--- src/rtl/kmh_pkg.sv ---
// ----------------------------------------------------------------------------
// kmh_pkg
// Shared types and codes for the k-way merge heap accumulator.
// ----------------------------------------------------------------------------
package kmh_pkg;

	localparam int MAX_SOURCES_DEF = 16;

	localparam logic [1:0] CMD_INSERT = 2'd0;
	localparam logic [1:0] CMD_POP    = 2'd1;
	localparam logic [1:0] CMD_FLUSH  = 2'd2;

	localparam logic [1:0] STAT_OK    = 2'd0;
	localparam logic [1:0] STAT_EMPTY = 2'd1;
	localparam logic [1:0] STAT_FULL  = 2'd2;

	localparam logic [2:0] RD_ZERO   = 3'd0;
	localparam logic [2:0] RD_LAST   = 3'd1;
	localparam logic [2:0] RD_PARENT = 3'd2;
	localparam logic [2:0] RD_LEFT   = 3'd3;
	localparam logic [2:0] RD_RIGHT  = 3'd4;

	localparam logic [39:0] WEIGHT_MAX = {40{1'b1}};

	typedef struct packed {
		logic [1:0]  cmd;
		logic [23:0] entry_first;
		logic [23:0] entry_second;
		logic [39:0] entry_weight;
		logic [3:0]  entry_source;
	} in_t;

	typedef struct packed {
		logic [23:0] out_first;
		logic [23:0] out_second;
		logic [39:0] out_weight;
		logic        out_written;
		logic [3:0]  top_source;
		logic        heap_empty;
		logic [1:0]  status;
	} out_t;

	typedef struct packed {
		logic [47:0] key;
		logic [39:0] weight;
		logic [3:0]  source;
	} heap_entry_t;

	typedef struct packed {
		logic       start;
		logic       wr_node;
		logic       up_step;
		logic       top_cap;
		logic       pop_load;
		logic       child_cap;
		logic       down_step;
		logic       out_load;
		logic [2:0] rd_sel;
	} ctl_cmd_t;

	typedef struct packed {
		logic [1:0] in_cmd;
		logic       full;
		logic       empty;
		logic       at_root;
		logic       up_swap;
		logic       leaf;
		logic       down_swap;
		logic       out_busy;
	} dp_stat_t;

endpackage

--- src/rtl/kmh_datapath.sv ---
// ----------------------------------------------------------------------------
// kmh_datapath
// Heap storage, sift datapath, held-record accumulator and result register.
// ----------------------------------------------------------------------------
module kmh_datapath import kmh_pkg::*; #(
	parameter int MAX_SOURCES = MAX_SOURCES_DEF
) (
	input  logic     clk,
	input  logic     arst_n,
	input  in_t      item,
	input  ctl_cmd_t cmd,
	output dp_stat_t stat,
	output logic     result_valid,
	input  logic     result_ready,
	output out_t     result
);

	localparam int IW = $clog2(MAX_SOURCES);
	localparam int CW = $clog2(MAX_SOURCES + 1);
	localparam int LW = IW + 2;

	heap_entry_t mem [MAX_SOURCES];
	heap_entry_t rdata_q, node_q, top_q, child_q, pick, wdata;
	logic [IW-1:0] pos_q, raddr, parent, last_idx, pick_idx;
	logic [LW-1:0] left, right;
	logic right_ok, pick_right, we;
	logic [CW-1:0] heap_count_q;
	logic [47:0] held_key_q;
	logic [39:0] held_weight_q, sat;
	logic [40:0] sum;
	logic held_valid_q, held_eq, result_valid_q;
	out_t res_q, res_d, res_fin, result_q;

	assign left     = {1'b0, pos_q, 1'b1};
	assign right    = left + LW'(1);
	assign right_ok = right < LW'(heap_count_q);
	assign parent   = (pos_q - IW'(1)) >> 1;
	assign last_idx = IW'(heap_count_q - CW'(1));

	always_comb begin
		unique case (cmd.rd_sel)
			RD_LAST:   raddr = last_idx;
			RD_PARENT: raddr = parent;
			RD_LEFT:   raddr = left[IW-1:0];
			RD_RIGHT:  raddr = right[IW-1:0];
			default:   raddr = '0;
		endcase
	end

	assign pick_right = right_ok && !(child_q.key < rdata_q.key);
	assign pick       = pick_right ? rdata_q : child_q;
	assign pick_idx   = pick_right ? right[IW-1:0] : left[IW-1:0];

	assign stat.in_cmd    = item.cmd;
	assign stat.full      = heap_count_q == CW'(MAX_SOURCES);
	assign stat.empty     = heap_count_q == '0;
	assign stat.at_root   = pos_q == '0;
	assign stat.up_swap   = rdata_q.key > node_q.key;
	assign stat.leaf      = left >= LW'(heap_count_q);
	assign stat.down_swap = node_q.key > pick.key;
	assign stat.out_busy  = result_valid_q && !result_ready;

	always_comb begin
		priority if (cmd.up_step && stat.up_swap) begin
			wdata = rdata_q;
		end else if (cmd.down_step && stat.down_swap) begin
			wdata = pick;
		end else begin
			wdata = node_q;
		end
	end
	assign we = cmd.wr_node | cmd.up_step | cmd.down_step;

	always_ff @(posedge clk) begin
		if (we) begin
			mem[pos_q] <= wdata;
		end
		rdata_q <= mem[raddr];
	end

	assign sum     = {1'b0, held_weight_q} + {1'b0, top_q.weight};
	assign sat     = sum[40] ? WEIGHT_MAX : sum[39:0];
	assign held_eq = held_valid_q && (top_q.key == held_key_q);

	always_ff @(posedge clk or negedge arst_n) begin
		if (!arst_n) begin
			heap_count_q   <= '0;
			held_key_q     <= '0;
			held_weight_q  <= '0;
			held_valid_q   <= 1'b0;
			result_valid_q <= 1'b0;
		end else begin
			if (cmd.start) begin
				if (item.cmd == CMD_INSERT && !stat.full) begin
					heap_count_q <= heap_count_q + CW'(1);
				end
				if (item.cmd == CMD_FLUSH) begin
					held_valid_q <= 1'b0;
				end
			end
			if (cmd.pop_load) begin
				heap_count_q <= heap_count_q - CW'(1);
				if (held_eq) begin
					held_weight_q <= sat;
				end else begin
					held_key_q    <= top_q.key;
					held_weight_q <= top_q.weight;
					held_valid_q  <= 1'b1;
				end
			end
			if (cmd.out_load) begin
				result_valid_q <= 1'b1;
			end else if (result_ready) begin
				result_valid_q <= 1'b0;
			end
		end
	end

	always_comb begin
		res_d = res_q;
		if (cmd.start) begin
			res_d = '0;
			unique case (item.cmd)
				CMD_INSERT: begin
					if (stat.full) begin
						res_d.status = STAT_FULL;
					end
				end
				CMD_POP: begin
					if (stat.empty) begin
						res_d.status = STAT_EMPTY;
					end
				end
				CMD_FLUSH: begin
					if (held_valid_q) begin
						res_d.out_first   = held_key_q[47:24];
						res_d.out_second  = held_key_q[23:0];
						res_d.out_weight  = held_weight_q;
						res_d.out_written = 1'b1;
					end
				end
				default: ;
			endcase
		end
		if (cmd.pop_load) begin
			res_d.top_source = top_q.source;
			if (held_valid_q && !held_eq) begin
				res_d.out_first   = held_key_q[47:24];
				res_d.out_second  = held_key_q[23:0];
				res_d.out_weight  = held_weight_q;
				res_d.out_written = 1'b1;
			end
		end
	end

	always_comb begin
		res_fin            = res_q;
		res_fin.heap_empty = stat.empty;
	end

	always_ff @(posedge clk) begin
		if (cmd.start) begin
			node_q <= '{key: {item.entry_first, item.entry_second},
				weight: item.entry_weight, source: item.entry_source};
			if (item.cmd == CMD_INSERT && !stat.full) begin
				pos_q <= heap_count_q[IW-1:0];
			end
		end
		res_q <= res_d;
		if (cmd.top_cap) begin
			top_q <= rdata_q;
		end
		if (cmd.pop_load) begin
			node_q <= rdata_q;
			pos_q  <= '0;
		end
		if (cmd.up_step && stat.up_swap) begin
			pos_q <= parent;
		end
		if (cmd.child_cap) begin
			child_q <= rdata_q;
		end
		if (cmd.down_step && stat.down_swap) begin
			pos_q <= pick_idx;
		end
		if (cmd.out_load) begin
			result_q <= res_fin;
		end
	end

	assign result_valid = result_valid_q;
	assign result       = result_q;

`ifndef SYNTH
	a_count_bound: assert property (@(posedge clk) disable iff (!arst_n)
		heap_count_q <= CW'(MAX_SOURCES))
		else $error("heap count above capacity");

	a_count_step: assert property (@(posedge clk) disable iff (!arst_n)
		cmd.start |=> (heap_count_q == $past(heap_count_q) ||
			heap_count_q == $past(heap_count_q) + CW'(1)))
		else $error("heap count moved by more than one on start");

	a_held_clear: assert property (@(posedge clk) disable iff (!arst_n)
		$fell(held_valid_q) |-> $past(cmd.start && item.cmd == CMD_FLUSH))
		else $error("held record dropped without flush");

	a_out_load: assert property (@(posedge clk) disable iff (!arst_n)
		cmd.out_load |-> !stat.out_busy)
		else $error("result register overwritten while pending");

	a_out_valid: assert property (@(posedge clk) disable iff (!arst_n)
		cmd.out_load |=> result_valid_q)
		else $error("loaded result not presented");
`endif

endmodule

--- src/rtl/kmh_ctrl.sv ---
// ----------------------------------------------------------------------------
// kmh_ctrl
// Sequencer for insert, pop-and-merge and flush transactions.
// ----------------------------------------------------------------------------
module kmh_ctrl import kmh_pkg::*; (
	input  logic     clk,
	input  logic     arst_n,
	input  logic     item_valid,
	output logic     item_ready,
	input  dp_stat_t stat,
	output ctl_cmd_t cmd
);

	localparam logic [3:0] S_IDLE   = 4'd0;
	localparam logic [3:0] S_U_CHK  = 4'd1;
	localparam logic [3:0] S_U_CMP  = 4'd2;
	localparam logic [3:0] S_P_TOP  = 4'd3;
	localparam logic [3:0] S_P_LAST = 4'd4;
	localparam logic [3:0] S_D_CHK  = 4'd5;
	localparam logic [3:0] S_D_RGT  = 4'd6;
	localparam logic [3:0] S_D_CMP  = 4'd7;
	localparam logic [3:0] S_FIN    = 4'd8;

	logic [3:0] state_q, state_d;

	assign item_ready = state_q == S_IDLE;

	always_comb begin
		cmd     = '0;
		cmd.rd_sel = RD_ZERO;
		state_d = state_q;
		unique case (state_q)
			S_IDLE: begin
				if (item_valid) begin
					cmd.start = 1'b1;
					unique case (stat.in_cmd)
						CMD_INSERT: state_d = stat.full ? S_FIN : S_U_CHK;
						CMD_POP:    state_d = stat.empty ? S_FIN : S_P_TOP;
						default:    state_d = S_FIN;
					endcase
				end
			end
			S_U_CHK: begin
				if (stat.at_root) begin
					cmd.wr_node = 1'b1;
					state_d     = S_FIN;
				end else begin
					cmd.rd_sel = RD_PARENT;
					state_d    = S_U_CMP;
				end
			end
			S_U_CMP: begin
				cmd.up_step = 1'b1;
				state_d     = stat.up_swap ? S_U_CHK : S_FIN;
			end
			S_P_TOP: begin
				cmd.top_cap = 1'b1;
				cmd.rd_sel  = RD_LAST;
				state_d     = S_P_LAST;
			end
			S_P_LAST: begin
				cmd.pop_load = 1'b1;
				state_d      = S_D_CHK;
			end
			S_D_CHK: begin
				if (stat.leaf) begin
					cmd.wr_node = 1'b1;
					state_d     = S_FIN;
				end else begin
					cmd.rd_sel = RD_LEFT;
					state_d    = S_D_RGT;
				end
			end
			S_D_RGT: begin
				cmd.child_cap = 1'b1;
				cmd.rd_sel    = RD_RIGHT;
				state_d       = S_D_CMP;
			end
			S_D_CMP: begin
				cmd.down_step = 1'b1;
				state_d       = stat.down_swap ? S_D_CHK : S_FIN;
			end
			S_FIN: begin
				if (!stat.out_busy) begin
					cmd.out_load = 1'b1;
					state_d      = S_IDLE;
				end
			end
			default: state_d = S_IDLE;
		endcase
	end

	always_ff @(posedge clk or negedge arst_n) begin
		if (!arst_n) begin
			state_q <= S_IDLE;
		end else begin
			state_q <= state_d;
		end
	end

endmodule

--- src/rtl/kway_merge_heap_accumulate.sv ---
// Insert sifts the new entry up from the end of the heap one level at a time;
// pop captures the root, reloads the last entry and sifts it down. Flush, bad
// commands and rejected inserts or pops go straight to the result state.
// One transaction at a time; a stalled result holds the next transaction off.
// Reset clears heap count, held record and result valid; heap memory is not
// cleared and needs no clearing pass.
// ----------------------------------------------------------------------------
// kway_merge_heap_accumulate
// Binary min-heap k-way merge with held-record weight accumulation.
// ----------------------------------------------------------------------------
module kway_merge_heap_accumulate import kmh_pkg::*; #(
	parameter int MAX_SOURCES = MAX_SOURCES_DEF
) (
	input  logic clk,
	input  logic arst_n,
	input  logic item_valid,
	output logic item_ready,
	input  in_t  item,
	output logic result_valid,
	input  logic result_ready,
	output out_t result
);

	ctl_cmd_t cmd;
	dp_stat_t stat;

	kmh_ctrl u_ctrl (
		.clk        (clk),
		.arst_n     (arst_n),
		.item_valid (item_valid),
		.item_ready (item_ready),
		.stat       (stat),
		.cmd        (cmd)
	);

	kmh_datapath #(
		.MAX_SOURCES (MAX_SOURCES)
	) u_datapath (
		.clk          (clk),
		.arst_n       (arst_n),
		.item         (item),
		.cmd          (cmd),
		.stat         (stat),
		.result_valid (result_valid),
		.result_ready (result_ready),
		.result       (result)
	);

endmodule
--- config.mk ---
export PLATFORM = sky130hd
export DESIGN_NAME = kway_merge_heap_accumulate
export DESIGN_NICKNAME = d
export VERILOG_FILES = /design/src/rtl/kmh_pkg.sv /design/src/rtl/kmh_datapath.sv /design/src/rtl/kmh_ctrl.sv /design/src/rtl/kway_merge_heap_accumulate.sv
export SDC_FILE = /design/constraint.sdc
export NUM_CORES = 2
export LEC_CHECK = 0
export BUFFER_PORTS_ARGS = -buffer_cell sky130_fd_sc_hd__buf_2
export CORE_ASPECT_RATIO = 0.75
export CORE_MARGIN = 2
export CORE_UTILIZATION = 50
export CTS_BUF_LIST = sky130_fd_sc_hd__clkbuf_4 sky130_fd_sc_hd__clkbuf_8
export CTS_CLUSTER_DIAMETER = 120
export DETAILED_ROUTE_END_ITERATION = 16
export PLACE_DENSITY_LB_ADDON = 0.2
export SLEW_MARGIN = 20
export SYNTH_ARGS = -nofsm -noshare
export SYNTH_HDL_FRONTEND = slang
export SYNTH_SLANG_ARGS = --single-unit
--- constraint.sdc ---
create_clock -name clk -period 13.85 [get_ports clk]
set_input_delay 0 -clock clk [delete_from_list [all_inputs] [get_ports clk]]
set_output_delay 0 -clock clk [all_outputs]
set_load 0.02 [all_outputs]
==> flow_summary.toml <==
[placed_design]
place_congestion = 0.9205
io_buffers = 195
dp_hpwl_mm = 144.9

[drt]
first_pass_iters = 8
routed-wl-met3_mm = 29.43
remaining_drc_errors = 0
met2RoutedLength_mm = 110.2
wl_met1_mm = 111.5
via_per_inst = 6.008
wl_mm = 257.6
dr.max_layer_used = "met5"
via_count = 57759
drt_iter0_drc = 7635
avgRoutedWirePerCell_um = 26.80
ant_nets = 0

[sta]
maxSlewHeadroom = 0.2254
fin_skew_ns = 0.05745
hold_violations = 0
fmax_mhz = 113.1
rsz0062_at_grt = "no"
slew_viol_final = 0
fin_crit_sh = 0.6383
max_slew.worst_pin.slew_ns = 1.162
fin_setup_tns_ns = 0
setup_violations = 0
post-route-min-period_ns = 8.840

[clock_network]
path_clk_slew_ns = 0.06
cts.sinks = 2134
clockRootBuffer = "clkbuf_8"
cts-resized-gates = 0
clk_latency_ns = 1.06
cts_tree = "done"
numCtsBuffers = 341
clockBufferDepth = 4
cts_max_level = 5

[critical_path]
worst_setup_path_end_kind = "flop"
cp-start-kind = "flop"
cp.depth = 23
path_max_fanout = 64
crit_chain = "inv_1, ha_1, a21o_1, a21o_1, a21oi_1, o21ai_0, a21oi_1, a31o_4, buf_4, nor2_1, a21oi_1, ha_1, a211oi_1, o211ai_1, a31oi_1, o221ai_1, nor4_1, o21ai_1, nand3_2, buf_4, or2_2, buf_4, o221ai_1"
required_ns = 14.41
max_stage_delay_ns = 0.74
crit_family = "compound AO/OA/AOI/OAI gates"
critPathBufInv = 4
r2r_cells = 23
path_class = "reg2reg"
crit_arrival_ns = 9.40
r2r_slack_ns = 5.01
slowest_stage = "buf_4"

[global_routing]
grt_util_all_layers = 0.2833
grt_max_degree = 178
antenna_found_initial = 7
grt_pass1_wl_mm = 372.5
gr-total-overflow = 0
grt_pass1_vias = 54524

[floorplanning]
start_util = 0.5016
core-area_mm2 = 0.1747
rows = 133
die-height_um = 366.6
die_w_um = 487.4
die_area_mm2 = 0.1787
ios = 196

[synthesis]
synth.ff_latch_count = 2134
synth-seq-area-share = 0.7048
synth_area_leaders = "edfxtp_1, nand2_1, dfxtp_1"
ys_warn_count = 0
avgSynthCellArea_um2 = 13.30
syn_area_mm2 = 0.08764
synth_cell_types = 85
synth.largest_area_cell = "edfxtp_1"
netlist_instances = 6592
synthFlopType = "edfxtp_1"
synth_async_sr_flop_share = 0.04639
synth_edf_count = 1854
synth_top_area_frac = 0.6352
synth_commonest_cells = "edfxtp_1, nand2_1, nand3_1"
yosysMostFrequentCell = "edfxtp_1"
syn_nets = 6888

[power_and_ir_drop]
p_leak_nw = 36.73
p_per_area_mw_per_mm2 = 208.3
irDropWorstVdd_v = 0.0001553

[worst_hold_path]
hold_depth = 4
hold_class = "in2reg"

[finish]
multi_input_area_mm2 = 0.02403
syn_to_final_growth_pct = 14.14
nFillCells = 13883
nets = 7348
regArea_mm2 = 0.06177
drive_above_1_share = 0.1427
fin_util = 0.5725

[job]
cap_viol_max_count = 0

[outcome]
outcome = "finished clean"
==> cells by family (layout without fill, tap and decap cells) <==
family / count (synthesis) / count (layout) / synth area share
fa+ha+maj: 198 / 198 / 0.02835
compound gates: 961 / 961 / 0.07552
other cells: 0 / 9 / 0
xor+xnor: 97 / 97 / 0.009693
simple gates: 2372 / 2372 / 0.1158
flops: 2134 / 2134 / 0.7048
mux: 267 / 267 / 0.03795
buf+inv: 563 / 1280 / 0.02784
==> through the flow <==
step           hold WS (ns)  setup WS (ns)  instance area (um^2)  cells  total power, mW
2_1_floorplan       -0.2956          6.977                 87640   6592            13.18
3_3_place_gp         0.1001          5.340                 90810   8803            15.15
3_5_place_dp         0.1021          5.268                 90840   8805            15.25
4_1_cts            0.001357          5.209                 99600   9598            20.71
5_1_grt             0.03054          4.616                100000   9607            21.80
6_report            0.06261          5.010                100000   9613            20.83
==> worst reg2reg max path, cell delays in order, from the launching register on <==
cell and delay (ns):
dfxtp_1 0.42, inv_1 0.10, ha_1 0.31, a21o_1 0.18, a21o_1 0.18, a21oi_1 0.17, o21ai_0 0.11, a21oi_1 0.46
a31o_4 0.58, buf_4 0.65, nor2_1 0.18, a21oi_1 0.24, ha_1 0.31, a211oi_1 0.22, o211ai_1 0.11, a31oi_1 0.19
o221ai_1 0.35, nor4_1 0.40, o21ai_1 0.23, nand3_2 0.15, buf_4 0.74, or2_2 0.65, buf_4 0.76, o221ai_1 0.68
==> registers in the layout (all words and copies together), names as in the netlist, 4 cells and up <==
register                  count
u_datapath.mem             1472
u_datapath.result            96
u_datapath.res_fin           95
u_datapath.child_q           92
u_datapath.node_q            92
u_datapath.rdata_q           92
u_datapath.top_q             92
u_datapath.held_key_q        48
u_datapath.held_weight_q     40
u_datapath.heap_count_q       5
u_ctrl.state_q                4
u_datapath.pos_q              4
==> worst paths after layout <==
kind | startpoint | to
hold reg to reg | u_datapath.res_fin[1]$_DFFE_PP_ | u_datapath.result[1]$_DFFE_PP_
min in group asynchronous | arst_n | u_datapath.held_weight_q[25]$_DFFE_PN0P_
hold / removal | item[89] | u_datapath.node_q[89]$_DFFE_PP_
setup / recovery | u_datapath.rdata_q[77]$_DFF_P_ | u_datapath.mem[4][72]$_DFFE_PP_
max in group asynchronous | arst_n | u_datapath.held_key_q[19]$_DFFE_PN0P_
setup reg to reg | u_datapath.rdata_q[77]$_DFF_P_ | u_datapath.mem[4][72]$_DFFE_PP_
==> per-layer routing <==
layer,GRT usage,vias up
met5,0,-
met4,0.07907,6
met3,0.07035,465
met2,0.4035,3071
met1,0.4313,28765
li1,-,25452
==> repair_timing <==
action,in CTS,in global routing
setup endpoints to repair,0,0
endpoints found under the hold margin,220,0
buffers inserted,0,0
hold buffers,193,0
==> report_power, final <==
part	switching (mW)	total (mW)	internal [mW]
combinational	4.24	6.16	1.91
sequential	0.599	9.23	8.63
clock	2.46	5.45	2.99
total	7.30	20.8	13.5
==> cell usage in the layout, fill, tap and decap left out, types with 28 or more instances in the layout <==
cell type	Yosys	routed
inv_1	176	174
o22ai_1	38	38
o221ai_2	0	60
buf_4	15	106
a22o_1	89	89
clkinv_1	0	43
mux4_2	52	52
a211oi_1	31	31
dlygate4sd3_1	0	192
dfrtp_1	99	99
clkinv_2	0	36
o211ai_1	121	121
clkbuf_4	0	129
xnor2_1	78	78
ha_1	197	197
nand2_1	1495	1492
a21o_1	50	49
o221ai_1	105	45
nor2_1	110	106
nor3_1	28	28
mux2i_1	213	213
a21oi_1	205	204
dfxtp_1	181	181
edfxtp_1	1854	1854
nand3_1	597	596
a32oi_1	64	64
buf_2	159	197
clkbuf_8	0	383
nand4_1	41	41
o21ai_0	167	166
==> area by class of cell <==
class                           count  area share
Sequential cell                  2134      0.6175
Multi-Input combinational cell   3895      0.2402
Clock buffer                      510     0.06223
Timing Repair Buffer              504     0.03865
Tap cell                         2295     0.02870
Inverter                          176    0.006654
Clock inverter                     90    0.005816
Antenna cell                        9   0.0002251
No activity file was read; power rests on OpenSTA's default activity.
